$ cat src/sv/xcfp_pkg.sv
`default_nettype none
package xcfp_pkg;

   localparam logic [7:0] FLAG_START = 8'h5A;
   localparam logic [7:0] FLAG_END   = 8'hCA;

   localparam int LEN_W = 6;
   localparam logic [LEN_W-1:0] FRAME_OVERHEAD = 6'd10;
   localparam logic [LEN_W-1:0] CSR_RESET = 6'd32;

   localparam logic [2:0] ST_OK        = 3'd0;
   localparam logic [2:0] ST_BAD_START = 3'd1;
   localparam logic [2:0] ST_TOO_LONG  = 3'd2;
   localparam logic [2:0] ST_BAD_CHECK = 3'd3;
   localparam logic [2:0] ST_BAD_END   = 3'd4;

   typedef struct packed {
      logic [15:0]      msg;
      logic [7:0]       node;
      logic [7:0]       dev;
      logic [7:0]       cmd;
      logic [7:0]       ack;
      logic [LEN_W-1:0] len;
   } hdr_type;

   // parser -> emitter
   typedef struct packed {
      logic       start;
      logic       err;
      logic [2:0] status;
   } emit_cmd_type;

   // emitter -> parser
   typedef struct packed {
      logic busy;
      logic room;
   } emit_stat_type;

endpackage
`default_nettype wire

$ cat src/sv/xcfp_if.sv
`default_nettype none
interface xcfp_req_if;
   logic       valid;
   logic       ready;
   logic [7:0] rx_byte;

   modport source (output valid, output rx_byte, input ready);
   modport sink (input valid, input rx_byte, output ready);
endinterface

interface xcfp_rsp_if;
   logic        valid;
   logic        ready;
   logic [2:0]  status;
   logic [15:0] message_number;
   logic [7:0]  node_kind;
   logic [7:0]  device_kind;
   logic [7:0]  command_code;
   logic [7:0]  ack_code;
   logic [5:0]  payload_length;
   logic [4:0]  payload_index;
   logic [7:0]  payload_byte;
   logic [5:0]  frame_length;
   logic        last;

   modport source (output valid, input ready, output status, output message_number,
                   output node_kind, output device_kind, output command_code,
                   output ack_code, output payload_length, output payload_index,
                   output payload_byte, output frame_length, output last);
   modport sink (input valid, output ready, input status, input message_number,
                 input node_kind, input device_kind, input command_code,
                 input ack_code, input payload_length, input payload_index,
                 input payload_byte, input frame_length, input last);
endinterface
`default_nettype wire

$ cat src/sv/xcfp_parse.sv
`default_nettype none
module xcfp_parse
   import xcfp_pkg::*;
#(
   parameter int MAX_PAYLOAD = 32,
   localparam int ADDR_W = (MAX_PAYLOAD > 1) ? $clog2(MAX_PAYLOAD) : 1
) (
   input  wire logic              clock,
   input  wire logic              reset,
   xcfp_req_if.sink               req_ch,
   input  wire logic              csr_we,
   input  wire logic [LEN_W-1:0]  csr_wdata,
   input  wire emit_stat_type     stat,
   output emit_cmd_type           cmd,
   output hdr_type                hdr,
   output logic                   wr_en,
   output logic [ADDR_W-1:0]      wr_addr,
   output logic [7:0]             wr_data
);

   localparam logic [3:0] PH_WAIT   = 4'd0;
   localparam logic [3:0] PH_MSG_HI = 4'd1;
   localparam logic [3:0] PH_MSG_LO = 4'd2;
   localparam logic [3:0] PH_NODE   = 4'd3;
   localparam logic [3:0] PH_DEV    = 4'd4;
   localparam logic [3:0] PH_CMD    = 4'd5;
   localparam logic [3:0] PH_ACK    = 4'd6;
   localparam logic [3:0] PH_LEN    = 4'd7;
   localparam logic [3:0] PH_DATA   = 4'd8;
   localparam logic [3:0] PH_CHECK  = 4'd9;
   localparam logic [3:0] PH_END    = 4'd10;

   localparam logic [7:0] MaxPay8 = 8'(MAX_PAYLOAD);

   logic [3:0]       phase_ff, phase_in;
   logic [7:0]       xor_ff, xor_in;
   hdr_type          hdr_ff, hdr_in;
   logic [LEN_W-1:0] count_ff, count_in;
   logic [LEN_W-1:0] maxlen_ff;
   logic             quiet;
   logic             take;
   logic [7:0]       b;
   logic [7:0]       limit;
   logic [LEN_W-1:0] count_nx;

   // phases that never produce a result need no room at the output
   assign quiet = (phase_ff inside {[PH_MSG_HI:PH_ACK], PH_DATA});
   assign req_ch.ready = !stat.busy && (quiet || stat.room);
   assign take = req_ch.valid && req_ch.ready;
   assign b = req_ch.rx_byte;
   assign limit = ({2'b00, maxlen_ff} > MaxPay8) ? MaxPay8 : {2'b00, maxlen_ff};
   assign count_nx = count_ff + 1'b1;

   assign hdr = hdr_ff;
   assign wr_addr = count_ff[ADDR_W-1:0];
   assign wr_data = b;

   always_comb begin
      phase_in = phase_ff;
      xor_in = xor_ff;
      hdr_in = hdr_ff;
      count_in = count_ff;
      cmd = '0;
      wr_en = 1'b0;
      if (take) begin
         case (phase_ff)
            PH_MSG_HI: begin
               xor_in = xor_ff ^ b;
               hdr_in = '0;
               hdr_in.msg[15:8] = b;
               phase_in = PH_MSG_LO;
            end
            PH_MSG_LO: begin
               xor_in = xor_ff ^ b;
               hdr_in.msg[7:0] = b;
               phase_in = PH_NODE;
            end
            PH_NODE: begin
               xor_in = xor_ff ^ b;
               hdr_in.node = b;
               phase_in = PH_DEV;
            end
            PH_DEV: begin
               xor_in = xor_ff ^ b;
               hdr_in.dev = b;
               phase_in = PH_CMD;
            end
            PH_CMD: begin
               xor_in = xor_ff ^ b;
               hdr_in.cmd = b;
               phase_in = PH_ACK;
            end
            PH_ACK: begin
               xor_in = xor_ff ^ b;
               hdr_in.ack = b;
               phase_in = PH_LEN;
            end
            PH_LEN: begin
               if (b > limit) begin
                  cmd.err = 1'b1;
                  cmd.status = ST_TOO_LONG;
                  phase_in = PH_WAIT;
                  xor_in = '0;
                  count_in = '0;
               end else begin
                  xor_in = xor_ff ^ b;
                  hdr_in.len = b[LEN_W-1:0];
                  count_in = '0;
                  phase_in = (b == 8'd0) ? PH_CHECK : PH_DATA;
               end
            end
            PH_DATA: begin
               xor_in = xor_ff ^ b;
               wr_en = 1'b1;
               count_in = count_nx;
               if (count_nx >= hdr_ff.len) begin
                  phase_in = PH_CHECK;
               end
            end
            PH_CHECK: begin
               if (b != xor_ff) begin
                  cmd.err = 1'b1;
                  cmd.status = ST_BAD_CHECK;
                  phase_in = PH_WAIT;
                  xor_in = '0;
                  count_in = '0;
               end else begin
                  phase_in = PH_END;
               end
            end
            PH_END: begin
               if (b != FLAG_END) begin
                  cmd.err = 1'b1;
                  cmd.status = ST_BAD_END;
               end else begin
                  cmd.start = 1'b1;
               end
               phase_in = PH_WAIT;
               xor_in = '0;
               count_in = '0;
            end
            default: begin
               if (b != FLAG_START) begin
                  cmd.err = 1'b1;
                  cmd.status = ST_BAD_START;
                  phase_in = PH_WAIT;
                  xor_in = '0;
                  count_in = '0;
               end else begin
                  xor_in = b;
                  hdr_in = '0;
                  count_in = '0;
                  phase_in = PH_MSG_HI;
               end
            end
         endcase
      end
   end

   always_ff @(posedge clock) begin
      if (reset) begin
         phase_ff <= PH_WAIT;
         xor_ff <= '0;
         hdr_ff <= '0;
         count_ff <= '0;
         maxlen_ff <= CSR_RESET;
      end else begin
         phase_ff <= phase_in;
         xor_ff <= xor_in;
         hdr_ff <= hdr_in;
         count_ff <= count_in;
         if (csr_we) begin
            maxlen_ff <= csr_wdata;
         end
      end
   end

endmodule
`default_nettype wire

$ cat src/sv/xcfp_emit.sv
`default_nettype none
module xcfp_emit
   import xcfp_pkg::*;
#(
   parameter int MAX_PAYLOAD = 32,
   localparam int ADDR_W = (MAX_PAYLOAD > 1) ? $clog2(MAX_PAYLOAD) : 1
) (
   input  wire logic              clock,
   input  wire logic              reset,
   input  wire emit_cmd_type      cmd,
   input  wire hdr_type           hdr,
   input  wire logic              wr_en,
   input  wire logic [ADDR_W-1:0] wr_addr,
   input  wire logic [7:0]        wr_data,
   output emit_stat_type          stat,
   xcfp_rsp_if.source             rsp_ch
);

   logic [7:0]       mem [MAX_PAYLOAD];
   logic [7:0]       mem_q_ff;

   logic             emit_ff;
   logic [LEN_W-1:0] k_ff;
   logic [LEN_W-1:0] n_ff;
   logic             s1_ff;
   logic [LEN_W-1:0] k1_ff;
   logic             last1_ff;

   logic             out_valid_ff;
   logic [2:0]       out_status_ff;
   hdr_type          out_hdr_ff;
   logic [4:0]       out_index_ff;
   logic [7:0]       out_byte_ff;
   logic [LEN_W-1:0] out_flen_ff;
   logic             out_last_ff;

   logic             room;
   logic             s1_move;
   logic             rd_en;
   logic             k_last;

   assign room = !out_valid_ff || rsp_ch.ready;
   assign s1_move = s1_ff && room;
   assign rd_en = emit_ff && (!s1_ff || s1_move);
   assign k_last = (k_ff == n_ff - 1'b1);

   assign stat.busy = emit_ff || s1_ff;
   assign stat.room = room;

   always_ff @(posedge clock) begin
      if (wr_en) begin
         mem[wr_addr] <= wr_data;
      end
      if (rd_en) begin
         mem_q_ff <= mem[k_ff[ADDR_W-1:0]];
      end
   end

   // read sequencer: one payload entry per cycle while the output keeps up
   always_ff @(posedge clock) begin
      if (reset) begin
         emit_ff <= 1'b0;
         s1_ff <= 1'b0;
      end else begin
         if (cmd.start) begin
            emit_ff <= 1'b1;
         end else if (rd_en && k_last) begin
            emit_ff <= 1'b0;
         end
         if (rd_en) begin
            s1_ff <= 1'b1;
         end else if (s1_move) begin
            s1_ff <= 1'b0;
         end
      end
   end

   always_ff @(posedge clock) begin
      if (cmd.start) begin
         k_ff <= '0;
         n_ff <= (hdr.len == '0) ? LEN_W'(1) : hdr.len;
      end else if (rd_en) begin
         k_ff <= k_ff + 1'b1;
      end
      if (rd_en) begin
         k1_ff <= k_ff;
         last1_ff <= k_last;
      end
   end

   always_ff @(posedge clock) begin
      if (reset) begin
         out_valid_ff <= 1'b0;
      end else if (cmd.err || s1_move) begin
         out_valid_ff <= 1'b1;
      end else if (rsp_ch.ready) begin
         out_valid_ff <= 1'b0;
      end
   end

   always_ff @(posedge clock) begin
      if (cmd.err) begin
         out_status_ff <= cmd.status;
         out_hdr_ff <= '0;
         out_index_ff <= '0;
         out_byte_ff <= '0;
         out_flen_ff <= '0;
         out_last_ff <= 1'b1;
      end else if (s1_move) begin
         out_status_ff <= ST_OK;
         out_hdr_ff <= hdr;
         out_index_ff <= k1_ff[4:0];
         out_byte_ff <= (hdr.len == '0) ? 8'd0 : mem_q_ff;
         out_flen_ff <= hdr.len + FRAME_OVERHEAD;
         out_last_ff <= last1_ff;
      end
   end

   assign rsp_ch.valid = out_valid_ff;
   assign rsp_ch.status = out_status_ff;
   assign rsp_ch.message_number = out_hdr_ff.msg;
   assign rsp_ch.node_kind = out_hdr_ff.node;
   assign rsp_ch.device_kind = out_hdr_ff.dev;
   assign rsp_ch.command_code = out_hdr_ff.cmd;
   assign rsp_ch.ack_code = out_hdr_ff.ack;
   assign rsp_ch.payload_length = out_hdr_ff.len;
   assign rsp_ch.payload_index = out_index_ff;
   assign rsp_ch.payload_byte = out_byte_ff;
   assign rsp_ch.frame_length = out_flen_ff;
   assign rsp_ch.last = out_last_ff;

endmodule
`default_nettype wire

$ cat src/sv/xor_checked_frame_parser.sv
// Channel   Dir  Transfer when      Payload
// req_ch    in   valid & ready      rx_byte
// rsp_ch    out  valid & ready      status, header fields, payload_index/_byte, last
// csr_*     in   csr_we             csr_wdata -> max_payload_len
//
// Header, payload and check bytes are taken one per cycle.
// A good end flag starts a readout of the payload memory: each byte is read
// into a register and then into the output register, one result per cycle
// while rsp_ready stays high; req_ready is low for the whole readout.
// Errors give one result straight from the parser.
// Reset is synchronous; it clears the parser phase, the readout and the output.
// A stalled output holds; bytes that can raise a result wait for space.
`default_nettype none
module xor_checked_frame_parser
   import xcfp_pkg::*;
#(
   parameter int MAX_PAYLOAD = 32
) (
   input  wire logic             clock,
   input  wire logic             reset,
   xcfp_req_if.sink              req_ch,
   xcfp_rsp_if.source            rsp_ch,
   input  wire logic             csr_we,
   input  wire logic [LEN_W-1:0] csr_wdata
);

   localparam int ADDR_W = (MAX_PAYLOAD > 1) ? $clog2(MAX_PAYLOAD) : 1;

   emit_cmd_type      cmd;
   emit_stat_type     stat;
   hdr_type           hdr;
   logic              wr_en;
   logic [ADDR_W-1:0] wr_addr;
   logic [7:0]        wr_data;

   xcfp_parse #(.MAX_PAYLOAD(MAX_PAYLOAD)) u_parse (
      .clock     (clock),
      .reset     (reset),
      .req_ch    (req_ch),
      .csr_we    (csr_we),
      .csr_wdata (csr_wdata),
      .stat      (stat),
      .cmd       (cmd),
      .hdr       (hdr),
      .wr_en     (wr_en),
      .wr_addr   (wr_addr),
      .wr_data   (wr_data)
   );

   xcfp_emit #(.MAX_PAYLOAD(MAX_PAYLOAD)) u_emit (
      .clock   (clock),
      .reset   (reset),
      .cmd     (cmd),
      .hdr     (hdr),
      .wr_en   (wr_en),
      .wr_addr (wr_addr),
      .wr_data (wr_data),
      .stat    (stat),
      .rsp_ch  (rsp_ch)
   );

   a_err_is_last: assert property (@(posedge clock) disable iff (reset)
      rsp_ch.valid && rsp_ch.status != ST_OK |-> rsp_ch.last)
      else $error("error result without last");

   a_busy_blocks_input: assert property (@(posedge clock) disable iff (reset)
      stat.busy |-> !req_ch.ready)
      else $error("input accepted during readout");

   a_readout_after_end: assert property (@(posedge clock) disable iff (reset)
      cmd.start |-> req_ch.valid && req_ch.ready && req_ch.rx_byte == FLAG_END)
      else $error("readout started without an end flag transfer");

   a_no_double_load: assert property (@(posedge clock) disable iff (reset)
      cmd.err |-> !stat.busy && stat.room)
      else $error("error result with no output space");

endmodule
`default_nettype wire
$ cat src/flat_wrapper.sv
// flat-port wrapper written by rule: the top's interface ports become plain ports
module xor_checked_frame_parser_flat import xcfp_pkg::*;
#(
   parameter int MAX_PAYLOAD = 32
)
  (clock, reset, csr_we, csr_wdata, req_ch_valid, req_ch_rx_byte, req_ch_ready, rsp_ch_valid, rsp_ch_ready, rsp_ch_status, rsp_ch_message_number, rsp_ch_node_kind, rsp_ch_device_kind, rsp_ch_command_code, rsp_ch_ack_code, rsp_ch_payload_length, rsp_ch_payload_index, rsp_ch_payload_byte, rsp_ch_frame_length, rsp_ch_last);
  xcfp_req_if req_ch_i ();
  xcfp_rsp_if rsp_ch_i ();
  input  wire logic clock;
  input  wire logic reset;
  input  wire logic csr_we;
  input  wire logic [LEN_W-1:0] csr_wdata;
  input wire logic [$bits(req_ch_i.valid)-1:0] req_ch_valid;
  input wire logic [$bits(req_ch_i.rx_byte)-1:0] req_ch_rx_byte;
  output wire logic [$bits(req_ch_i.ready)-1:0] req_ch_ready;
  output wire logic [$bits(rsp_ch_i.valid)-1:0] rsp_ch_valid;
  input wire logic [$bits(rsp_ch_i.ready)-1:0] rsp_ch_ready;
  output wire logic [$bits(rsp_ch_i.status)-1:0] rsp_ch_status;
  output wire logic [$bits(rsp_ch_i.message_number)-1:0] rsp_ch_message_number;
  output wire logic [$bits(rsp_ch_i.node_kind)-1:0] rsp_ch_node_kind;
  output wire logic [$bits(rsp_ch_i.device_kind)-1:0] rsp_ch_device_kind;
  output wire logic [$bits(rsp_ch_i.command_code)-1:0] rsp_ch_command_code;
  output wire logic [$bits(rsp_ch_i.ack_code)-1:0] rsp_ch_ack_code;
  output wire logic [$bits(rsp_ch_i.payload_length)-1:0] rsp_ch_payload_length;
  output wire logic [$bits(rsp_ch_i.payload_index)-1:0] rsp_ch_payload_index;
  output wire logic [$bits(rsp_ch_i.payload_byte)-1:0] rsp_ch_payload_byte;
  output wire logic [$bits(rsp_ch_i.frame_length)-1:0] rsp_ch_frame_length;
  output wire logic [$bits(rsp_ch_i.last)-1:0] rsp_ch_last;
  assign req_ch_i.valid = req_ch_valid;
  assign req_ch_i.rx_byte = req_ch_rx_byte;
  assign req_ch_ready = req_ch_i.ready;
  assign rsp_ch_valid = rsp_ch_i.valid;
  assign rsp_ch_i.ready = rsp_ch_ready;
  assign rsp_ch_status = rsp_ch_i.status;
  assign rsp_ch_message_number = rsp_ch_i.message_number;
  assign rsp_ch_node_kind = rsp_ch_i.node_kind;
  assign rsp_ch_device_kind = rsp_ch_i.device_kind;
  assign rsp_ch_command_code = rsp_ch_i.command_code;
  assign rsp_ch_ack_code = rsp_ch_i.ack_code;
  assign rsp_ch_payload_length = rsp_ch_i.payload_length;
  assign rsp_ch_payload_index = rsp_ch_i.payload_index;
  assign rsp_ch_payload_byte = rsp_ch_i.payload_byte;
  assign rsp_ch_frame_length = rsp_ch_i.frame_length;
  assign rsp_ch_last = rsp_ch_i.last;
  xor_checked_frame_parser #(.MAX_PAYLOAD(MAX_PAYLOAD)) u_core (.clock(clock), .reset(reset), .req_ch(req_ch_i), .rsp_ch(rsp_ch_i), .csr_we(csr_we), .csr_wdata(csr_wdata));
endmodule
$ cat config.mk
export PLATFORM = sky130hd
export DESIGN_NAME = xor_checked_frame_parser_flat
export DESIGN_NICKNAME = d
export VERILOG_FILES = /design/src/sv/xcfp_pkg.sv /design/src/sv/xcfp_if.sv /design/src/sv/xcfp_parse.sv /design/src/sv/xcfp_emit.sv /design/src/sv/xor_checked_frame_parser.sv /design/src/flat_wrapper.sv
export SDC_FILE = /design/constraint.sdc
export NUM_CORES = 1
export LEC_CHECK = 0
export BUFFER_PORTS_ARGS = -buffer_cell sky130_fd_sc_hd__buf_2
export CAP_MARGIN = 20
export CORE_ASPECT_RATIO = 0.8
export CORE_MARGIN = 2
export CORE_UTILIZATION = 40
export CTS_BUF_LIST = sky130_fd_sc_hd__clkbuf_4 sky130_fd_sc_hd__clkbuf_8 sky130_fd_sc_hd__clkbuf_16
export CTS_CLUSTER_DIAMETER = 60
export DETAILED_ROUTE_END_ITERATION = 10
export MAX_ROUTING_LAYER = met4
export SETUP_SLACK_MARGIN = 0.2
export SKIP_CTS_REPAIR_TIMING = 1
export SLEW_MARGIN = 20
export SYNTH_ARGS = -nofsm -noshare
export SYNTH_HDL_FRONTEND = slang
export SYNTH_HIERARCHICAL = 1
export SYNTH_SLANG_ARGS = --single-unit
export TNS_END_PERCENT = 10
$ cat constraint.sdc
create_clock -name clock -period 2.8 [get_ports clock]
set_clock_uncertainty 0.05 [all_clocks]
set_input_delay 0.28 -clock clock [delete_from_list [all_inputs] [get_ports clock]]
set_output_delay 0.28 -clock clock [all_outputs]
set_load 0.02 [all_outputs]
## After elaboration in Yosys (flattened, before gate mapping)

Memories as Yosys holds them, arrays and structs flattened. A register that Yosys moved wholly into a read port is not among the register bits.
Index checks and enable logic that the tools add are counted.

| word-level totals | value |
|---|---|
| output and inout port bits | 79 |
| memories | 1 |
| register bits | 176 |
| RAM bits | 256 |
| logic and storage cells | 155 |
| bits of input ports | 19 |

Memory list:

| name | words | bits a word | rd ports | clocked after Yosys merged registers in | wr ports | RTL line | text |
|---|---|---|---|---|---|---|---|
| u_core.u_emit.mem | 32 | 8 | 1 | 1 | 1 | xcfp_emit.sv:19 | `logic [7:0] mem [MAX_PAYLOAD];` |

| operators by class | value |
|---|---|
| bitwise operators | 9 |
| multiplexer cells | 43 |
| $add $sub $neg | 4 |
| $lt $le $gt $ge | 5 |
| reductions and logical operators | 40 |
| equal/unequal tests | 24 |

Operators with widths:

| operator | count |
|---|---|
| $pmux W8 S3 | 5 |
| $mux W54 | 1 |
| $reduce_or A8 Y1 | 6 |
| $pmux W4 S10 | 1 |
| $pmux W6 S3 | 2 |
| $mux W8 | 4 |
| $pmux W8 S4 | 1 |
| $mux W4 | 7 |
| $reduce_and A3 Y1 | 7 |
| $mux W6 | 3 |
| $ne A3 B1 Y1 const B | 6 |
| $eq A4 B3 Y1 const B | 4 |
| $pmux W4 S4 | 1 |
| $pmux W8 S2 | 1 |
| $mux W1 | 14 |
| $add A6 B1 Y6 const B | 2 |
| $eq A4 B4 Y1 const B | 3 |
| $reduce_bool A2 Y1 | 5 |
| $reduce_or A9 Y1 | 1 |
| $eq A4 B2 Y1 const B | 2 |
| $gt A8 B6 Y1 | 1 |
| $logic_not A8 Y1 | 1 |
| $ne A8 B7 Y1 const B | 1 |
| $ne A8 B8 Y1 | 1 |
| other kinds (23) | 45 |

## Logic depth before layout (Yosys ltp)

| logic depth | value |
|---|---|
| word-level depth | 9 |
| mapped depth | 12 |
| depth with buffers taken out | 10 |

## Hierarchy

Netlist, hierarchy kept.

Modules (own cells, without submodules):

| module | area each (um2) | sequential area each (um2) | times used | cells an instance |
|---|---|---|---|---|
| xcfp_emit | 13772.0 | 10019.6 | 1 | 884 |
| xcfp_parse | 4028.9 | 1561.5 | 1 | 473 |

## Worst setup path before layout

OpenSTA, ideal clock, no wires.

| path | value |
|---|---|
| path kind | register to register |
| start point | register u_core.u_emit.emit_ff |
| end point | memory u_core.u_emit.mem[0][0] (enable) |
| buffers on the path | 3 |
| clock period less this slack | 2.923 ns |
| required time | 2.380 ns |
| stages on the path, launching flop included | 9 |
| arrival time | 2.502 ns |
| slack | -0.123 ns |
| library setup time | 0.370 ns |
| path through | dfxtp_1 -> clkbuf_1 -> or2_2 -> a311o_1 -> buf_2 -> nor2_1 -> or3b_2 -> clkbuf_1 -> nor2_1 |

RTL lines:

| item | RTL line | text |
|---|---|---|
| from (decl) | xcfp_emit.sv:22 | `logic emit_ff;` |
| from (signal assigned) | xcfp_emit.sv:62 | `emit_ff <= 1'b0;` |
| from (signal assigned) | xcfp_emit.sv:66 | `emit_ff <= 1'b1;` |
| from (signal assigned) | xcfp_emit.sv:68 | `emit_ff <= 1'b0;` |
| to (decl) | xcfp_emit.sv:19 |  |

==> results.ini <==
[run_status]
outcome=finished, final reports clean

[sta]
rsz0062_at_grt=yes
max_freq_ghz=0.378
finalSetupViolCount=0
fin_ws_ps=155
slew_viol_final=0
timing.final.crit_period_ps=2640
hold_violations=0
fin_crit_sh=0.945
slew_headroom=0.411
worstMarginPinSlew_ps=877

[synthesis]
synth_cells=1357
syn_area_per_cell_um2=13.1
synth_warnings=6
synth-edff-count=279
synth_area_um2=17800
synth_common_cells=edfxtp_1, nand2_1, dfxtp_1, a21oi_1, nor2_1
ys_top_cells_by_area=edfxtp_1, dfxtp_1, mux4_2
synth_cell_types=76
yosys.cell_count.top_type=edfxtp_1
synth-seq-cells=439
synth_flop_cell=edfxtp_1
synth_top_area_cell=edfxtp_1
yosysSeqAreaShare=0.651
yosysTopAreaCellShare=0.471
async_flop_share=0
synth_nets=1392

[power_and_ir_drop]
ir_worst_vdd_v=0.000404
p_leak_uw=0.00736
power.total_uw=13700
power_density_nw_per_um2=649

[cts]
insertion_delay_ps=580
clkTransAtPathRegs_ps=60
cts-root-buf=clkbuf_16
cts_tree=done
cts_buffer_depth=3
h-tree-depth=2
cts_made_buffers=44
cts_sinks=439

[global_route]
grt_usage=0.195
antenna_found_initial=0
grt-ovfl-total=0
grt_max_degree=64
grt_pass1_wl_um=65900
first_global_vias=10900

[drt]
ant_nets=0
routed_wl_um=44000
drt_iter0_drc=1014
viasPerCell=5.39
remaining_drc_errors=0
vias=11600
post_drt_wl_per_cell_um=20.5
first_pass_iters=5

[place]
place_inst=2057
place_ws_ps=-89.3
dpl.hpwl_um=28800
port_buffers=97
place_congestion=0.937
place_area_um2=19400

[critical_path]
critPathArrivalTime_ps=3050
crit_path_start_kind=flop
critical_path_required_ps=3200
critPathKind=flop to flop
crit_path_end_kind=flop
crit_fanout=14

[floorplanning]
die_x_um=240
die_h_um=193
die_area_um2=46200
initial_core_util=0.403
rows=69
io_pins=98
placeableCoreArea_um2=44200

[cells_and_area]
syn_to_final_growth_pct=18.9
layout.cells.non_filler=2147
fin_util=0.479
design_area_um2=21200
num_antenna_cells=0
nNetsFinal=1544
drive_above_1_share=0.246

[min_path]
min_path_type=primary input to flop

[run]
drv_cap=0

==> power breakdown <==
group	switching, uW	internal [uW]
clock	2490	3610
combinational	461	243
sequential	28.3	6900
total	2980	10800
==> per-layer routing <==
layer	track usage	vias up	share of wire
li1	-	5361	-
met1	0.289	5804	0.48
met2	0.277	350	0.44
met3	0.0372	52	0.065
met4	0.0409	0	0.013
met5	-	-	0
==> worst max-delay path, cell delays in order (launching register included) <==
cell	delay, ps
dfxtp_1	450
nor2b_2	230
a21oi_2	100
a311o_1	430
buf_4	210
nor4_4	320
buf_4	300
a311oi_1	70
a311oi_1	370
==> per-stage QoR <==
step / setup TNS [ps] / hold WS, ps
floorplan: 0 / 299
global placement: 0 / 392
detailed placement: -615 / 393
CTS: -803 / -104
global route: 0 / 27.0
finish: 0 / 5.08
==> worst paths after layout <==
check / start / end / slack (ps) / depth (start not counted)
setup reg to reg: u_core/u_parse/phase_ff[1] / u_core/u_emit/emit_ff / 160 / 8
hold reg to reg: u_core/u_emit/rsp_ch.message_number[5] / u_core/u_emit/rsp_ch.message_number[5] / 400 / 2
setup / recovery: u_core/u_parse/phase_ff[1] / u_core/u_emit/emit_ff / 160 / 8
hold / removal: reset / u_core/u_parse/phase_ff[3] / 5 / 2
==> state kept, by name, summed over array words and instances (netlist names), 8 cells and up <==
register,flops
u_core/u_emit/mem,256
u_core/u_parse/hdr,54
u_core/u_emit/rsp_ch.message_number,16
u_core/u_emit/mem_q_ff,8
u_core/u_emit/rsp_ch.ack_code,8
u_core/u_emit/rsp_ch.command_code,8
u_core/u_emit/rsp_ch.device_kind,8
u_core/u_emit/rsp_ch.node_kind,8
u_core/u_emit/rsp_ch.payload_byte,8
u_core/u_parse/xor_ff,8
==> cells in the final DEF, fill, tap and decap left out, types with 9 or more instances in the layout <==
| cell type | instances |
|---|---|
| mux4_2 | 46 |
| a21oi_1 | 115 |
| a22o_1 | 30 |
| inv_1 | 20 |
| ha_1 | 14 |
| xnor2_1 | 20 |
| o21ai_0 | 15 |
| nand2_1 | 186 |
| a22oi_1 | 14 |
| mux2i_1 | 41 |
| nor3_1 | 12 |
| clkbuf_16 | 50 |
| nand4_1 | 9 |
| edfxtp_1 | 279 |
| buf_4 | 95 |
| nor2_4 | 11 |
| nor2_1 | 69 |
| nor2b_1 | 9 |
| and3_1 | 12 |
| a211oi_1 | 10 |
| nand3_1 | 40 |
| dfxtp_1 | 157 |
| nand3b_1 | 9 |
| buf_2 | 97 |
| clkbuf_4 | 12 |
==> area by class of cell <==
type | instances | area [um^2]
Clock buffer | 65 | 1370
Tap cell | 603 | 754
Multi-Input combinational cell | 795 | 5780
Fill cell | 3894 | 23000
Timing Repair Buffer | 207 | 1430
Sequential cell | 439 | 11600
Inverter | 22 | 85.1
Clock inverter | 16 | 163
==> cells by family after synthesis <==
kind of cell	Yosys count	share of synthesized area
multiplexers	95	0.0880
flip-flops	439	0.651
adder cells (fa/ha/maj)	16	0.0112
AND/OR/NAND/NOR	402	0.105
AO/OA/AOI/OAI	254	0.0969
XOR/XNOR	28	0.0138
buffers and inverters	123	0.0345
(Power assumes the default switching activity.)
